`src/rtl/acs_pkg.sv`:
```
// Shared types and constants of the ATA PIO command sequencer.
// Used by acs_ctrl, acs_emit and ata_pio_command_sequencer_top; no dependencies.
`default_nettype none
package acs_pkg;

  // Input item kinds.
  typedef enum logic [1:0] {
    OPC_START     = 2'd0,
    OPC_REPLY     = 2'd1,
    OPC_TICK      = 2'd2,
    OPC_XFER_DONE = 2'd3
  } opcode_t;

  // Bus operations carried by a result item.
  typedef enum logic [2:0] {
    BOP_READ  = 3'd0,
    BOP_WRITE = 3'd1,
    BOP_IN    = 3'd2,
    BOP_OUT   = 3'd3,
    BOP_DONE  = 3'd4,
    BOP_WAIT  = 3'd5
  } bus_op_t;

  // Completion codes.
  localparam logic [1:0] RC_OK      = 2'd0;
  localparam logic [1:0] RC_DEV_ERR = 2'd1;
  localparam logic [1:0] RC_TIMEOUT = 2'd2;
  localparam logic [1:0] RC_PHASE   = 2'd3;

  // Task-file register indexes in ATA order.
  localparam logic [3:0] REG_DATA       = 4'd0;
  localparam logic [3:0] REG_FEATURES   = 4'd1;
  localparam logic [3:0] REG_IREASON    = 4'd2;
  localparam logic [3:0] REG_BCL        = 4'd4;
  localparam logic [3:0] REG_BCH        = 4'd5;
  localparam logic [3:0] REG_DEVHEAD    = 4'd6;
  localparam logic [3:0] REG_STATUS     = 4'd7;
  localparam logic [3:0] REG_ALT_STATUS = 4'd8;

  // Status and interrupt reason bit positions.
  localparam int ST_BSY_BIT = 7;
  localparam int ST_DRQ_BIT = 3;
  localparam int ST_ERR_BIT = 0;
  localparam int DEV_BIT    = 4;
  localparam int IR_COD_BIT = 0;
  localparam int IR_IO_BIT  = 1;

  // Command bytes with a known protocol.
  localparam logic [7:0] CMD_FLUSH_E5    = 8'hE5;
  localparam logic [7:0] CMD_FLUSH_E6    = 8'hE6;
  localparam logic [7:0] CMD_IDENTIFY    = 8'hEC;
  localparam logic [7:0] CMD_IDENT_PKT   = 8'hA1;
  localparam logic [7:0] CMD_READ_SECT   = 8'h20;
  localparam logic [7:0] CMD_WRITE_SECT  = 8'h30;
  localparam logic [7:0] CMD_PACKET      = 8'hA0;
  localparam logic [7:0] CMD_DIAGNOSTIC  = 8'h90;

  // Protocol classes.
  localparam logic [2:0] PC_UNKNOWN = 3'd0;
  localparam logic [2:0] PC_NONDATA = 3'd1;
  localparam logic [2:0] PC_PIO_IN  = 3'd2;
  localparam logic [2:0] PC_PIO_OUT = 3'd3;
  localparam logic [2:0] PC_PACKET  = 3'd4;
  localparam logic [2:0] PC_DIAG    = 3'd5;

  // Configuration register indexes and reset values.
  localparam int CFG_IDX_W  = 1;
  localparam int CFG_DATA_W = 16;
  localparam logic [CFG_IDX_W-1:0] CFG_TIMEOUT   = 1'b0;
  localparam logic [CFG_IDX_W-1:0] CFG_PKT_WORDS = 1'b1;
  localparam logic [15:0] TIMEOUT_RESET   = 16'd500;
  localparam logic [3:0]  PKT_WORDS_RESET = 4'd6;

  localparam int WORDS_W      = 17;
  localparam int TF_W         = 57;
  localparam int SECTOR_SHIFT = 8;   // 256 words per sector
  localparam logic [15:0] TICKS_MAX = 16'hFFFF;

  // Sequencer phases, one-hot.
  typedef enum logic [16:0] {
    PH_IDLE         = 17'h00001,
    PH_BI_STAT      = 17'h00002,
    PH_BI_DEV       = 17'h00004,
    PH_CMD_STAT     = 17'h00008,
    PH_XFER_IN      = 17'h00010,
    PH_IN_ALT       = 17'h00020,
    PH_XFER_OUT     = 17'h00040,
    PH_PKT_REASON_A = 17'h00080,
    PH_PKT_SEND     = 17'h00100,
    PH_PKT_ALT      = 17'h00200,
    PH_PKT_STAT     = 17'h00400,
    PH_PKT_REASON_B = 17'h00800,
    PH_PKT_BCL_IN   = 17'h01000,
    PH_PKT_BCH_IN   = 17'h02000,
    PH_PKT_BCL_OUT  = 17'h04000,
    PH_PKT_BCH_OUT  = 17'h08000,
    PH_PKT_XFER     = 17'h10000
  } phase_t;

  // Shape of the result burst that one input item causes.
  typedef enum logic [1:0] {
    DK_SINGLE   = 2'd0,
    DK_RESEL    = 2'd1,
    DK_TASKFILE = 2'd2
  } desc_kind_t;

  typedef struct packed {
    bus_op_t     op;
    logic [3:0]  reg_index;
    logic [7:0]  write_value;
    logic [15:0] word_count;
    logic [1:0]  result_code;
  } result_t;

  typedef struct packed {
    desc_kind_t       kind;
    result_t          res;
    logic [TF_W-1:0]  tf;
  } desc_t;

  typedef struct packed {
    opcode_t     opcode;
    logic [7:0]  command_code;
    logic [7:0]  features;
    logic [7:0]  sector_count;
    logic [27:0] lba;
    logic        drive;
    logic [7:0]  head_bits;
    logic [7:0]  reply_value;
  } item_t;

  function automatic result_t mk_read(input logic [3:0] idx);
    result_t r;
    r = '{op: BOP_READ, reg_index: idx, write_value: 8'd0, word_count: 16'd0,
          result_code: RC_OK};
    return r;
  endfunction

  function automatic result_t mk_write(input logic [3:0] idx, input logic [7:0] val);
    result_t r;
    r = '{op: BOP_WRITE, reg_index: idx, write_value: val, word_count: 16'd0,
          result_code: RC_OK};
    return r;
  endfunction

  function automatic result_t mk_xfer(input bus_op_t op, input logic [15:0] wc);
    result_t r;
    r = '{op: op, reg_index: REG_DATA, write_value: 8'd0, word_count: wc,
          result_code: RC_OK};
    return r;
  endfunction

  function automatic result_t mk_done(input logic [1:0] code);
    result_t r;
    r = '{op: BOP_DONE, reg_index: REG_DATA, write_value: 8'd0, word_count: 16'd0,
          result_code: code};
    return r;
  endfunction

  function automatic result_t mk_wait();
    result_t r;
    r = '{op: BOP_WAIT, reg_index: REG_DATA, write_value: 8'd0, word_count: 16'd0,
          result_code: RC_OK};
    return r;
  endfunction

endpackage
`default_nettype wire

```
`src/rtl/acs_ctrl.sv`:
```
// Protocol state and decision logic: updates the sequencer state on each
// accepted item and describes the result burst it causes. Depends on acs_pkg.
`default_nettype none
module acs_ctrl #(
  parameter int BLOCK_WORDS = 256
) (
  input  wire                                clk,
  input  wire                                rst,
  input  wire                                accept,
  input  acs_pkg::item_t                     item,
  input  wire                                cfg_we,
  input  wire [acs_pkg::CFG_IDX_W-1:0]       cfg_index,
  input  wire [acs_pkg::CFG_DATA_W-1:0]      cfg_data,
  output acs_pkg::desc_t                     desc
);

  localparam logic [acs_pkg::WORDS_W-1:0] BLK = acs_pkg::WORDS_W'(BLOCK_WORDS);

  logic [15:0]                  timeout_ticks;
  logic [3:0]                   packet_words;

  acs_pkg::phase_t              phase, phase_next;
  logic [2:0]                   protocol_class, protocol_class_next;
  logic [acs_pkg::WORDS_W-1:0]  words_left, words_left_next;
  logic [15:0]                  wait_ticks, wait_ticks_next;
  logic [acs_pkg::TF_W-1:0]     taskfile, taskfile_next;
  logic [7:0]                   byte_count_low, byte_count_low_next;

  logic [acs_pkg::WORDS_W-1:0]  blk_size;
  logic [acs_pkg::WORDS_W-1:0]  words_after;
  logic [15:0]                  ticks_inc;
  logic [7:0]                   v;
  logic [7:0]                   head;
  logic [1:0]                   err_code;
  logic [8:0]                   sectors;
  logic [16:0]                  bc_round;
  acs_pkg::result_t             res;
  acs_pkg::desc_kind_t          kind;

  always_comb begin
    v           = item.reply_value;
    head        = taskfile[47:40];
    err_code    = {1'b0, v[acs_pkg::ST_ERR_BIT]};
    blk_size    = (words_left > BLK) ? BLK : words_left;
    words_after = words_left - blk_size;
    ticks_inc   = (wait_ticks != acs_pkg::TICKS_MAX) ? wait_ticks + 16'd1 : wait_ticks;
    sectors     = (item.sector_count == 8'd0) ? 9'd256 : {1'b0, item.sector_count};
    bc_round    = {1'b0, v, byte_count_low} + 17'd1;

    phase_next          = phase;
    protocol_class_next = protocol_class;
    words_left_next     = words_left;
    wait_ticks_next     = wait_ticks;
    taskfile_next       = taskfile;
    byte_count_low_next = byte_count_low;
    kind                = acs_pkg::DK_SINGLE;
    res                 = acs_pkg::mk_wait();

    case (item.opcode)
      acs_pkg::OPC_START: begin
        if (phase == acs_pkg::PH_IDLE) begin
          taskfile_next = {item.drive, item.command_code, item.head_bits,
                           item.lba[23:0], item.sector_count, item.features};
          case (item.command_code)
            acs_pkg::CMD_FLUSH_E5, acs_pkg::CMD_FLUSH_E6:
              protocol_class_next = acs_pkg::PC_NONDATA;
            acs_pkg::CMD_IDENTIFY, acs_pkg::CMD_IDENT_PKT, acs_pkg::CMD_READ_SECT:
              protocol_class_next = acs_pkg::PC_PIO_IN;
            acs_pkg::CMD_WRITE_SECT:
              protocol_class_next = acs_pkg::PC_PIO_OUT;
            acs_pkg::CMD_PACKET:
              protocol_class_next = acs_pkg::PC_PACKET;
            acs_pkg::CMD_DIAGNOSTIC:
              protocol_class_next = acs_pkg::PC_DIAG;
            default:
              protocol_class_next = acs_pkg::PC_UNKNOWN;
          endcase
          byte_count_low_next = 8'd0;
          if (item.command_code == acs_pkg::CMD_IDENTIFY ||
              item.command_code == acs_pkg::CMD_IDENT_PKT) begin
            words_left_next = acs_pkg::WORDS_W'(256);
          end else if (item.command_code == acs_pkg::CMD_READ_SECT ||
                       item.command_code == acs_pkg::CMD_WRITE_SECT) begin
            words_left_next = {sectors, 8'h00};
          end else begin
            words_left_next = '0;
          end
          phase_next      = acs_pkg::PH_BI_STAT;
          wait_ticks_next = 16'd0;
          res             = acs_pkg::mk_read(acs_pkg::REG_STATUS);
        end
      end

      acs_pkg::OPC_REPLY: begin
        case (phase)
          acs_pkg::PH_BI_STAT: begin
            if (v[acs_pkg::ST_BSY_BIT] || v[acs_pkg::ST_DRQ_BIT]) begin
              res = acs_pkg::mk_read(acs_pkg::REG_STATUS);
            end else begin
              phase_next = acs_pkg::PH_BI_DEV;
              res        = acs_pkg::mk_read(acs_pkg::REG_DEVHEAD);
            end
          end
          acs_pkg::PH_BI_DEV: begin
            wait_ticks_next = 16'd0;
            if (v[acs_pkg::DEV_BIT] != head[acs_pkg::DEV_BIT]) begin
              // Wrong drive selected: select it, then wait for idle again.
              kind       = acs_pkg::DK_RESEL;
              res        = acs_pkg::mk_write(acs_pkg::REG_DEVHEAD,
                                             head & 8'h10);
              phase_next = acs_pkg::PH_BI_STAT;
            end else begin
              kind       = acs_pkg::DK_TASKFILE;
              phase_next = acs_pkg::PH_CMD_STAT;
            end
          end
          acs_pkg::PH_CMD_STAT: begin
            if (v[acs_pkg::ST_BSY_BIT]) begin
              res = acs_pkg::mk_read(acs_pkg::REG_STATUS);
            end else begin
              phase_next = acs_pkg::PH_IDLE;
              case (protocol_class)
                acs_pkg::PC_PIO_IN, acs_pkg::PC_PIO_OUT: begin
                  if (!v[acs_pkg::ST_DRQ_BIT]) begin
                    res = acs_pkg::mk_done(protocol_class == acs_pkg::PC_PIO_IN ?
                                           acs_pkg::RC_DEV_ERR : err_code);
                  end else if (words_left == '0) begin
                    res = acs_pkg::mk_done(acs_pkg::RC_PHASE);
                  end else if (protocol_class == acs_pkg::PC_PIO_IN) begin
                    phase_next = acs_pkg::PH_XFER_IN;
                    res = acs_pkg::mk_xfer(acs_pkg::BOP_IN, blk_size[15:0]);
                  end else begin
                    phase_next = acs_pkg::PH_XFER_OUT;
                    res = acs_pkg::mk_xfer(acs_pkg::BOP_OUT, blk_size[15:0]);
                  end
                end
                acs_pkg::PC_PACKET: begin
                  if (v[acs_pkg::ST_DRQ_BIT]) begin
                    phase_next = acs_pkg::PH_PKT_REASON_A;
                    res        = acs_pkg::mk_read(acs_pkg::REG_IREASON);
                  end else begin
                    res = acs_pkg::mk_done(err_code);
                  end
                end
                acs_pkg::PC_DIAG: res = acs_pkg::mk_done(acs_pkg::RC_OK);
                default:          res = acs_pkg::mk_done(err_code);
              endcase
            end
          end
          acs_pkg::PH_IN_ALT: begin
            phase_next      = acs_pkg::PH_CMD_STAT;
            wait_ticks_next = 16'd0;
            res             = acs_pkg::mk_read(acs_pkg::REG_STATUS);
          end
          acs_pkg::PH_PKT_REASON_A: begin
            if (v[acs_pkg::IR_IO_BIT] || !v[acs_pkg::IR_COD_BIT]) begin
              phase_next = acs_pkg::PH_IDLE;
              res        = acs_pkg::mk_done(acs_pkg::RC_PHASE);
            end else begin
              phase_next = acs_pkg::PH_PKT_SEND;
              res        = acs_pkg::mk_xfer(acs_pkg::BOP_OUT, 16'(packet_words));
            end
          end
          acs_pkg::PH_PKT_ALT: begin
            phase_next      = acs_pkg::PH_PKT_STAT;
            wait_ticks_next = 16'd0;
            res             = acs_pkg::mk_read(acs_pkg::REG_STATUS);
          end
          acs_pkg::PH_PKT_STAT: begin
            if (v[acs_pkg::ST_BSY_BIT]) begin
              res = acs_pkg::mk_read(acs_pkg::REG_STATUS);
            end else if (v[acs_pkg::ST_DRQ_BIT]) begin
              phase_next = acs_pkg::PH_PKT_REASON_B;
              res        = acs_pkg::mk_read(acs_pkg::REG_IREASON);
            end else begin
              phase_next = acs_pkg::PH_IDLE;
              res        = acs_pkg::mk_done(err_code);
            end
          end
          acs_pkg::PH_PKT_REASON_B: begin
            if (v[acs_pkg::IR_COD_BIT]) begin
              phase_next = acs_pkg::PH_IDLE;
              res        = acs_pkg::mk_done(acs_pkg::RC_PHASE);
            end else begin
              phase_next = v[acs_pkg::IR_IO_BIT] ? acs_pkg::PH_PKT_BCL_IN
                                                 : acs_pkg::PH_PKT_BCL_OUT;
              res        = acs_pkg::mk_read(acs_pkg::REG_BCL);
            end
          end
          acs_pkg::PH_PKT_BCL_IN, acs_pkg::PH_PKT_BCL_OUT: begin
            byte_count_low_next = v;
            phase_next = (phase == acs_pkg::PH_PKT_BCL_IN) ? acs_pkg::PH_PKT_BCH_IN
                                                           : acs_pkg::PH_PKT_BCH_OUT;
            res        = acs_pkg::mk_read(acs_pkg::REG_BCH);
          end
          acs_pkg::PH_PKT_BCH_IN, acs_pkg::PH_PKT_BCH_OUT: begin
            // Byte count halved, rounding up, gives the word count.
            phase_next = acs_pkg::PH_PKT_XFER;
            res = acs_pkg::mk_xfer((phase == acs_pkg::PH_PKT_BCH_IN) ?
                                   acs_pkg::BOP_IN : acs_pkg::BOP_OUT,
                                   bc_round[16:1]);
          end
          default: ;
        endcase
      end

      acs_pkg::OPC_TICK: begin
        if (phase inside {acs_pkg::PH_BI_STAT, acs_pkg::PH_CMD_STAT,
                          acs_pkg::PH_PKT_STAT}) begin
          wait_ticks_next = ticks_inc;
          if (ticks_inc >= timeout_ticks) begin
            phase_next = acs_pkg::PH_IDLE;
            res        = acs_pkg::mk_done(acs_pkg::RC_TIMEOUT);
          end
        end
      end

      acs_pkg::OPC_XFER_DONE: begin
        case (phase)
          acs_pkg::PH_XFER_IN: begin
            words_left_next = words_after;
            if (words_after == '0) begin
              phase_next = acs_pkg::PH_IDLE;
              res        = acs_pkg::mk_done(acs_pkg::RC_OK);
            end else begin
              phase_next = acs_pkg::PH_IN_ALT;
              res        = acs_pkg::mk_read(acs_pkg::REG_ALT_STATUS);
            end
          end
          acs_pkg::PH_XFER_OUT: begin
            words_left_next = words_after;
            phase_next      = acs_pkg::PH_CMD_STAT;
            wait_ticks_next = 16'd0;
            res             = acs_pkg::mk_read(acs_pkg::REG_STATUS);
          end
          acs_pkg::PH_PKT_SEND, acs_pkg::PH_PKT_XFER: begin
            phase_next = acs_pkg::PH_PKT_ALT;
            res        = acs_pkg::mk_read(acs_pkg::REG_ALT_STATUS);
          end
          default: ;
        endcase
      end

      default: ;
    endcase

    desc = '{kind: kind, res: res, tf: taskfile};
  end

  always_ff @(posedge clk) begin
    if (rst) begin
      timeout_ticks  <= acs_pkg::TIMEOUT_RESET;
      packet_words   <= acs_pkg::PKT_WORDS_RESET;
      phase          <= acs_pkg::PH_IDLE;
      protocol_class <= acs_pkg::PC_UNKNOWN;
      words_left     <= '0;
      wait_ticks     <= 16'd0;
      taskfile       <= '0;
      byte_count_low <= 8'd0;
    end else begin
      if (cfg_we && cfg_index == acs_pkg::CFG_TIMEOUT) begin
        timeout_ticks <= cfg_data[15:0];
      end
      if (cfg_we && cfg_index == acs_pkg::CFG_PKT_WORDS) begin
        packet_words <= cfg_data[3:0];
      end
      if (accept) begin
        phase          <= phase_next;
        protocol_class <= protocol_class_next;
        words_left     <= words_left_next;
        wait_ticks     <= wait_ticks_next;
        taskfile       <= taskfile_next;
        byte_count_low <= byte_count_low_next;
      end
    end
  end

endmodule
`default_nettype wire

```
`src/rtl/acs_emit.sv`:
```
// Result burst stage: holds one active burst and one waiting burst, and
// expands a burst into result items one per cycle while out_ready is high. Depends on acs_pkg.
`default_nettype none
module acs_emit (
  input  wire             clk,
  input  wire             rst,
  input  wire             in_valid,
  output logic            in_ready,
  input  acs_pkg::desc_t  in_desc,
  output logic            out_valid,
  input  wire             out_ready,
  output acs_pkg::result_t out_res,
  output logic            out_last
);

  acs_pkg::desc_t   act, pend;
  logic             act_valid, pend_valid;
  logic [2:0]       idx;
  logic [2:0]       last_idx;
  logic             fire, act_free;
  logic [7:0][7:0]  tf_bytes;

  always_comb begin
    tf_bytes = {7'h00, act.tf};
    case (act.kind)
      acs_pkg::DK_SINGLE: begin
        last_idx = 3'd0;
        out_res  = act.res;
      end
      acs_pkg::DK_RESEL: begin
        last_idx = 3'd1;
        out_res  = (idx == 3'd0) ?
                   acs_pkg::mk_write(acs_pkg::REG_DEVHEAD, act.res.write_value) :
                   acs_pkg::mk_read(acs_pkg::REG_STATUS);
      end
      acs_pkg::DK_TASKFILE: begin
        // Features through command, then the first status poll.
        last_idx = 3'd7;
        out_res  = (idx == 3'd7) ? acs_pkg::mk_read(acs_pkg::REG_STATUS) :
                   acs_pkg::mk_write(4'(idx) + 4'd1, tf_bytes[idx]);
      end
      default: begin
        last_idx = 3'd0;
        out_res  = acs_pkg::mk_wait();
      end
    endcase
    out_last  = (idx == last_idx);
    out_valid = act_valid;
    fire      = act_valid && out_ready;
    act_free  = !act_valid || (fire && out_last);
    in_ready  = !pend_valid;
  end

  always_ff @(posedge clk) begin
    if (rst) begin
      act_valid  <= 1'b0;
      pend_valid <= 1'b0;
      idx        <= 3'd0;
    end else begin
      if (act_free) begin
        idx <= 3'd0;
        if (pend_valid) begin
          act        <= pend;
          act_valid  <= 1'b1;
          pend_valid <= 1'b0;
        end else if (in_valid) begin
          act       <= in_desc;
          act_valid <= 1'b1;
        end else begin
          act_valid <= 1'b0;
        end
      end else begin
        if (fire) begin
          idx <= idx + 3'd1;
        end
        if (in_valid) begin
          pend       <= in_desc;
          pend_valid <= 1'b1;
        end
      end
    end
  end

endmodule
`default_nettype wire

```
`src/rtl/ata_pio_command_sequencer_top.sv`:
```
// Top level of the ATA PIO command sequencer: stream ports, config port,
// and the acs_ctrl and acs_emit instances. Depends on acs_pkg.
//
// Usage: the slave stream carries input items (tuser holds the item kind:
// start, register read reply, timer tick, word transfer finished). The master
// stream carries bus operations for the host's register and data port logic;
// tlast marks the final result caused by one input item.
// Every input item causes at least one result: usually one, two when the
// drive must be reselected, and eight when the task file is written (seven
// register writes and the first status read).
// The first result of an item comes from the burst stage's registers, not
// straight from the input. Throughput is one item per cycle while each item
// causes one result and the receiver is ready; an item that causes a burst
// holds the single result port until its whole burst has been sent.
// One burst waits in a holding register behind the active one, so an item is
// accepted while a finished result is stalled by the receiver; s_tready only
// drops when that holding register is full.
// Reset (rst, synchronous) returns the sequencer to idle, clears its state,
// drops both bursts and restores timeout_ticks to 500 and packet_words to 6.
// Configuration writes take effect at the clock edge where cfg_we is high.
`default_nettype none
module ata_pio_command_sequencer_top #(
  parameter int BLOCK_WORDS = 256
) (
  input  wire         clk,
  input  wire         rst,
  input  wire         s_tvalid,
  output logic        s_tready,
  // command_code[7:0], features[15:8], sector_count[23:16], lba[51:24],
  // drive[52], head_bits[60:53], reply_value[68:61], zero fill above
  input  wire [71:0]  s_tdata,
  // opcode[1:0]
  input  wire [1:0]   s_tuser,
  output logic        m_tvalid,
  input  wire         m_tready,
  // bus_op[2:0], reg_index[6:3], write_value[14:7], word_count[30:15],
  // result_code[32:31], zero fill above
  output logic [39:0] m_tdata,
  output logic        m_tlast,
  input  wire         cfg_we,
  input  wire [acs_pkg::CFG_IDX_W-1:0]  cfg_index,
  input  wire [acs_pkg::CFG_DATA_W-1:0] cfg_data
);

  acs_pkg::item_t   item;
  acs_pkg::desc_t   desc;
  acs_pkg::result_t res;
  logic             accept;

  always_comb begin
    item.opcode       = acs_pkg::opcode_t'(s_tuser);
    item.command_code = s_tdata[7:0];
    item.features     = s_tdata[15:8];
    item.sector_count = s_tdata[23:16];
    item.lba          = s_tdata[51:24];
    item.drive        = s_tdata[52];
    item.head_bits    = s_tdata[60:53];
    item.reply_value  = s_tdata[68:61];
  end

  // State advances at the same edge the item enters the burst stage.
  assign accept = s_tvalid && s_tready;

  acs_ctrl #(
    .BLOCK_WORDS (BLOCK_WORDS)
  ) u_ctrl (
    .clk       (clk),
    .rst       (rst),
    .accept    (accept),
    .item      (item),
    .cfg_we    (cfg_we),
    .cfg_index (cfg_index),
    .cfg_data  (cfg_data),
    .desc      (desc)
  );

  acs_emit u_emit (
    .clk       (clk),
    .rst       (rst),
    .in_valid  (accept),
    .in_ready  (s_tready),
    .in_desc   (desc),
    .out_valid (m_tvalid),
    .out_ready (m_tready),
    .out_res   (res),
    .out_last  (m_tlast)
  );

  assign m_tdata = {7'd0, res.result_code, res.word_count, res.write_value,
                    res.reg_index, res.op};

endmodule
`default_nettype wire
```
`config.mk`:
```
export PLATFORM = sky130hd
export DESIGN_NAME = ata_pio_command_sequencer_top
export DESIGN_NICKNAME = d
export VERILOG_FILES = /design/src/rtl/acs_pkg.sv /design/src/rtl/acs_ctrl.sv /design/src/rtl/acs_emit.sv /design/src/rtl/ata_pio_command_sequencer_top.sv
export SDC_FILE = /design/constraint.sdc
export NUM_CORES = 1
export LEC_CHECK = 0
export ABC_CLOCK_PERIOD_IN_PS = 9850
export CORE_AREA = 2 2 164 326
export CTS_CLUSTER_DIAMETER = 40
export DETAILED_ROUTE_END_ITERATION = 10
export DIE_AREA = 0 0 166 328
export DONT_BUFFER_PORTS = 1
export PLACE_DENSITY = 0.41
export SYNTH_ARGS = -nofsm -noshare
export SYNTH_HDL_FRONTEND = slang
export SYNTH_SLANG_ARGS = --single-unit
```
`constraint.sdc`:
```
create_clock -name clk -period 9.85 [get_ports clk]
set_input_delay 0.985 -clock clk [delete_from_list [all_inputs] [get_ports clk]]
set_output_delay 0.985 -clock clk [all_outputs]
set_load 0.005 [all_outputs]
```
After elaboration in Yosys (flattened, before gate mapping) --
Index checks and enable logic that the tools add are counted.
Word-level totals: flip-flop bits (word level) 327, bits of input ports 96, output and inout port bits 43, logic and storage cells 197
Operators by class: $add $sub $neg 5, $lt $le $gt $ge 3, equality and inequality tests 50, mux-type cells 71, bitwise operators 3, reductions and logical operators 40
Operators by type and width (number):
- 2-to-1 mux 33 bit | 11
- one-hot mux 33 bit (3 select lines) | 3
- one-hot mux 33 bit (9 select lines) | 1
- 2-to-1 mux 17 bit | 14
- 2-to-1 mux 92 bit | 2
- one-hot mux 17 bit (10 select lines) | 1
- one-hot mux 33 bit (4 select lines) | 1
- 2-to-1 mux 31 bit | 4
- 2-to-1 mux 16 bit | 6
- one-hot mux 17 bit (2 select lines) | 2
- one-hot mux 17 bit (4 select lines) | 1
- one-hot mux 16 bit (4 select lines) | 1
- one-hot mux 17 bit (3 select lines) | 1
- == test 8 bit (second input constant) | 6
- zero test 17 bit | 2
- 2-to-1 mux 8 bit | 4
- 2-to-1 mux 27 bit | 1
- binary-select mux 8 bit (select 3 bit) | 1
- 2-to-1 mux 9 bit | 2
- adder 16 x 1 -> 17 bit (second input constant) | 1
- == test 17 x 1 -> 1 bit (second input constant) | 1
- == test 17 x 10 -> 1 bit (second input constant) | 1
- == test 17 x 11 -> 1 bit (second input constant) | 1
- == test 17 x 12 -> 1 bit (second input constant) | 1
- other kinds (58) | 103

Depth between registers and ports, before layout --
depth after elaboration 11, mapped depth 18, gate-level depth less buffers 16

Modules after synthesis --
Synthesis repeated with hierarchy kept, for this count alone.
Unflattened totals: cells, all modules 1513, area, all modules 15869.0 um2
By module, submodules not included:
- acs_ctrl | times used 1, cells an instance 1064, area an instance 8001.4 um2, sequential area each 2762.6 um2
- acs_emit | times used 1, cells an instance 440, area an instance 7805.0 um2, sequential area each 5625.4 um2
- ata_pio_command_sequencer_top | times used 1, cells an instance 9, area an instance 62.6 um2, sequential area each 0.0 um2

Least setup slack after synthesis --
No wires, ideal clock.
kind in2reg, from input rst, to register u_emit.act[0] in the netlist's numbering, enable pin, data arrival time 7.625 ns, required time 9.195 ns, setup slack 1.570 ns, stages on the path 3, buffers on the path 2, cells stage by stage clkbuf_1 -> clkbuf_1 -> a211oi_1
On the way: word-level cells in the longest chain between the ends 2
RTL lines:
- start, declared | RTL line ata_pio_command_sequencer_top.sv:26 | input wire rst,
- NOT 1 bit (no line)
- AND reduction 3 bit (no line)
- end signal, assigned | RTL line acs_emit.sv:63 | act <= pend;
- end signal, assigned | RTL line acs_emit.sv:67 | act <= in_desc;
- end, declared | RTL line acs_emit.sv:16 | acs_pkg::desc_t act, pend;
No other way between the ends. A chain may end at the register's enable or synchronous reset.

Worst setup path in the final report --
from register u_ctrl.wait_ticks[0], to register u_ctrl.phase[11]
On the way: word-level cells in the longest chain between the ends 5, elaborated cells between the ends (all ways) 6
RTL lines:
- start, declared | RTL line acs_ctrl.sv:25 | logic [15:0] wait_ticks, wait_ticks_next;
- start signal, assigned | RTL line acs_ctrl.sv:271 | wait_ticks <= wait_ticks_next;
- adder 16 x 1 -> 16 bit / inequality test 16 bit (equally long branches) | RTL line acs_ctrl.sv:46 | ticks_inc = (wait_ticks != acs_pkg::TICKS_MAX) ? wait_ticks + 16'd1 : wait_ticks;
- 2-to-1 mux 16 bit (*) | RTL line acs_ctrl.sv:46
- >= comparator 16 bit (*) | RTL line acs_ctrl.sv:211 | if (ticks_inc >= timeout_ticks) begin
- inequality test 2 x 1 -> 1 bit (no line) (*)
- AND reduction 9 bit (no line) (*)
- end signal, assigned | RTL line acs_ctrl.sv:254 | phase <= acs_pkg::PH_IDLE;
- end signal, assigned | RTL line acs_ctrl.sv:268 | phase <= phase_next;
- end, declared | RTL line acs_ctrl.sv:22 | acs_pkg::phase_t phase, phase_next;
Mark *: on every way between the ends. The rest lies on a longest branch, timed or not.

==> results <==
- After clock tree synthesis, the repair step resized 0 gates.
- Measured on the finished design, the core utilization comes to 0.3259.
- The clock tree from TritonCTS is yes.
- The number of H-tree branching levels is 2.
- The detailed router finished its first iteration with 616 violations.
- The number of different library cells used by synthesis comes to 72.
- The routed wire length is 44.99 mm.
- The cell sitting at the root of the clock tree is a sky130_fd_sc_hd__clkbuf_16.
- The most frequently used flop master after synthesis is sky130_fd_sc_hd__edfxtp_1.
- Dividing the final minimum period by the clock period gives 0.4936.
- The count of hold buffers inserted by post-cts repair is 0.
- The number of antenna diodes in the final layout is 0.
- The floorplan step defined a die boundary enclosing 54450 um^2.
- Dividing the synthesized area by the synthesized cell count gives 10.10 um^2.
- Entering global routing, the biggest net connects 142 pins.
- Clock tree synthesis found a total of 313 sinks.
- The die width is 166 um.
- The iteration count of the initial detailed-routing pass is 5.
- After clock tree synthesis, the clock-pin slew on the worst setup and hold paths is 0.06 ns.
- The largest area contributor in the netlist is sky130_fd_sc_hd__edfxtp_1.
- The maximum net fanout on the critical path is 30.
- The number of buffers inserted to repair setup after CTS is 0.
- The final weighted congestion in routability-driven placement is 0.8705.
- The maximum buffer depth of the clock tree is 3.
- The detailed-routed wire length on met2 is 24.70 mm.
- The data arrival time of the critical path is 5.30 ns.
- The clock latency reported for the late side of the worst-skew pair is 0.57 ns.
- By area the synthesized netlist is led by sky130_fd_sc_hd__edfxtp_1 34%, sky130_fd_sc_hd__dfxtp_1 19%, sky130_fd_sc_hd__mux2_2 6.3%.
- The number of global-route vias before repair is 11434.
- The region available for standard cell placement spans 51820 um^2.
- For this run, the total global-route usage over all layers was measured as 0.1634.
- The initial utilization of the core area, before any placement, comes to 0.2877.
- The total negative setup slack is 0 ns.
- The slew at the pin closest to its max-slew limit is 1.196 ns.
- Setup violations remaining at the end of the flow were counted as 0.
- The detailed-routed wire length on met3 is 2.141 mm.
- The sequential share of the synthesized area is 0.5344.
- The first-pass GRT wire length is 68.86 mm.
- The power per cell area is 184.3 nW/um^2.
- In the routed design, unresolved DRC markers number 0.
- The number of enable-type register cells in the synthesized netlist is 170.
- The tightest hold path in the finished design has a slack of 0.4425 ns.
- The vias after detailed routing is 10950.
- STA classifies the critical path endpoint as a register.
- The launch point of the worst reg-to-reg path is u_ctrl.wait_ticks[0].
- At the end of the flow, the number of nets in the layout was 1576.
- For this design the static power due to leakage is 5.746 nW.
- The number of antenna violations at the first check in global routing is 0.
- During synthesis, Yosys emitted a total of 0 warnings.
- The row count is 118.
- The summed instance area of the synthesized netlist is 14910 um^2.
- The flow ran to the end, and the final reports show no timing, DRC or antenna violations.
- The synthesized design contains 313 register bits.
- The worst setup path is of the reg -> reg kind.
- Data on the critical path is required at its endpoint by 10.29 ns.
- Of the post-synthesis cell area, the dominant cell type holds 0.3424.
- The detail route stage leaves a number of antenna-violating nets equal to 0.
- The timing-limited maximum frequency is 205.7 MHz.
- The worst setup path startpoint is u_ctrl.wait_ticks[0].
- Setup repair after global routing left no endpoint under its margin.
- The share of async-settable or async-resettable flops after synthesis is 0.
- sky130_fd_sc_hd__nand2_1 is the most common cell in the netlist.
- The max-cap check violation count is 0.
- 139 I/O pins were placed.
- The number of hold-slack violations in the final timing report is 0.
- Relative to the synthesized area, the layout overhead comes to 13.27%.
- By count the netlist is led by 247 x sky130_fd_sc_hd__nand2_1, 170 x sky130_fd_sc_hd__edfxtp_1, 143 x sky130_fd_sc_hd__dfxtp_1.
- The number of pins exceeding their max-slew limit in the final report is 0.
- After global routing the overflow that remains totals 0.
- Using the TritonRoute via totals, the vias-per-cell ratio works out to 5.105.
- Input and output buffers added on the ports amount to 0.
- The max-slew headroom at the worst pin is 0.1959.
- The kind of start point of the critical path is a register.
- The post-synthesis instance total is 1477.
- The share of final-layout standard cells stronger than drive strength 1 is 0.1313.
- On the final layout, the worst clock skew is 0.04311 ns.
- The wire-length estimate of the detail-placed layout is 31.77 mm.
- The detailed router used layers up to and including met4.
- The average detailed-routed wire length per instance is 20.98 um.
- The startpoint of the lowest-slack hold path is u_ctrl.taskfile[9].
- In this run the worst hold path is classified as reg -> reg.
- The total routed wire length on the met1 layer is 16.38 mm.
- VDD sags by at most 0.0001513 V.
- The die is 328 um tall.
- The clock buffer count from CTS is 41.
- The post-layout minimum cycle time is 4.862 ns.
[metal layers]
| layer | track usage | vias up |
|---|---|---|
| met5 | 0 | - |
| met4 | 0.07297 | 0 |
| met3 | 0.03277 | 85 |
| met2 | 0.3144 | 262 |
| met1 | 0.1691 | 5297 |
| li1 | - | 5306 |
[placed cells by master, fill, tap and decap left out, types with 6 or more instances in the layout]
master	count
sky130_fd_sc_hd__a2111oi_0	7
sky130_fd_sc_hd__a211o_1	10
sky130_fd_sc_hd__a211oi_1	14
sky130_fd_sc_hd__a21o_1	11
sky130_fd_sc_hd__a21oi_1	132
sky130_fd_sc_hd__a221oi_1	10
sky130_fd_sc_hd__a22oi_1	21
sky130_fd_sc_hd__a31oi_1	7
sky130_fd_sc_hd__and2_1	29
sky130_fd_sc_hd__and3_1	13
sky130_fd_sc_hd__buf_4	16
sky130_fd_sc_hd__clkbuf_16	42
sky130_fd_sc_hd__clkinv_2	6
sky130_fd_sc_hd__conb_1	8
sky130_fd_sc_hd__dfxtp_1	142
sky130_fd_sc_hd__edfxtp_1	170
sky130_fd_sc_hd__ha_1	28
sky130_fd_sc_hd__inv_1	37
sky130_fd_sc_hd__inv_6	7
sky130_fd_sc_hd__mux2_2	83
sky130_fd_sc_hd__nand2_1	247
sky130_fd_sc_hd__nand2b_1	12
sky130_fd_sc_hd__nand3_1	53
sky130_fd_sc_hd__nand3b_1	9
sky130_fd_sc_hd__nand4_1	15
sky130_fd_sc_hd__nor2_1	78
sky130_fd_sc_hd__nor2b_1	19
sky130_fd_sc_hd__nor3_1	34
sky130_fd_sc_hd__nor4_1	24
sky130_fd_sc_hd__o21ai_0	26
sky130_fd_sc_hd__o31ai_1	19
sky130_fd_sc_hd__or2_2	7
sky130_fd_sc_hd__or3_1	16
sky130_fd_sc_hd__or4_1	13
sky130_fd_sc_hd__xnor2_1	25
sky130_fd_sc_hd__xor2_1	11
[cells by family (layout without fill, tap and decap cells)]
family | Yosys count | count (layout) | synth area share
AOI/OAI and AO/OA | 295 | 295 | 0.1260
and+or+nand+nor | 586 | 586 | 0.1896
muxes | 89 | 89 | 0.06923
other | 2 | 8 | 0.0005037
DFF | 313 | 313 | 0.5344
xor gates and xnor gates | 36 | 36 | 0.02115
adders and majority gates | 28 | 28 | 0.02350
buffers and inverters | 128 | 130 | 0.03558
[critical path, stage by stage (launching register included)]
cell and delay (ns):
sky130_fd_sc_hd__dfxtp_1 0.41, sky130_fd_sc_hd__ha_1 0.21, sky130_fd_sc_hd__and2_1 0.22, sky130_fd_sc_hd__nand4_1 0.16, sky130_fd_sc_hd__or4_1 0.80, sky130_fd_sc_hd__nor2b_1 0.30
sky130_fd_sc_hd__nand3_1 0.12, sky130_fd_sc_hd__xnor2_1 0.15, sky130_fd_sc_hd__ha_1 0.30, sky130_fd_sc_hd__a2111o_1 0.37, sky130_fd_sc_hd__a31oi_1 0.13, sky130_fd_sc_hd__o21ai_0 0.12
sky130_fd_sc_hd__a221oi_1 0.51, sky130_fd_sc_hd__a211oi_1 0.19, sky130_fd_sc_hd__o21ai_2 0.14, sky130_fd_sc_hd__buf_4 0.32, sky130_fd_sc_hd__mux2i_1 0.22, sky130_fd_sc_hd__nor2_1 0.05
[stage by stage]
step / setup slack [ns] / cells / instance area, um^2 / power [mW]
6_report: 4.988 / 2145 / 16890 / 3.112
4_1_cts: 4.928 / 2145 / 16890 / 3.170
5_1_grt: 4.578 / 2145 / 16890 / 3.228
3_5_place_dp: 4.954 / 2069 / 15530 / 1.656
3_3_place_gp: 5.013 / 2069 / 15530 / 1.654
2_1_floorplan: 1.570 / 1483 / 14930 / 1.611
[state kept, by name, indices dropped and copies added, names as in the netlist]
| name | cells |
|---|---|
| u_emit.act | 85 |
| u_ctrl.phase | 17 |
| u_ctrl.taskfile | 57 |
| u_ctrl.timeout_ticks | 16 |
| u_emit.pend | 85 |
| u_emit.idx | 3 |
| u_ctrl.packet_words | 4 |
| u_ctrl.byte_count_low | 8 |
| u_ctrl.words_left | 17 |
| u_emit.pend_valid | 1 |
| u_ctrl.protocol_class | 3 |
| u_emit.out_valid | 1 |
| u_ctrl.wait_ticks | 16 |
[power breakdown]
part           internal, mW  leakage (nW)  switching (mW)
registers              1.42          2.70          0.0220
clock network         0.856         0.652           0.633
logic                0.0635          2.39           0.115
total                  2.34          5.75           0.770
[path summary, 6_finish.rpt]
path                      end  slack, ns  depth (start not counted)
max          u_ctrl.phase[11]       4.99                         17
min            u_emit.pend[9]       0.44                          0
max reg2reg  u_ctrl.phase[11]       4.99                         17
min reg2reg    u_emit.pend[9]       0.44                          0
[layout make-up]
class | count | area (um^2)
Fill cell | 5328 | 34930
Sequential cell | 313 | 7971
Multi-Input combinational cell | 1042 | 6472
Clock buffer | 47 | 1070
Tap cell | 660 | 825.8
Clock inverter | 29 | 287.8
Inverter | 38 | 142.6
Timing Repair Buffer | 16 | 120.1
Power figures use the tool's default switching activity.
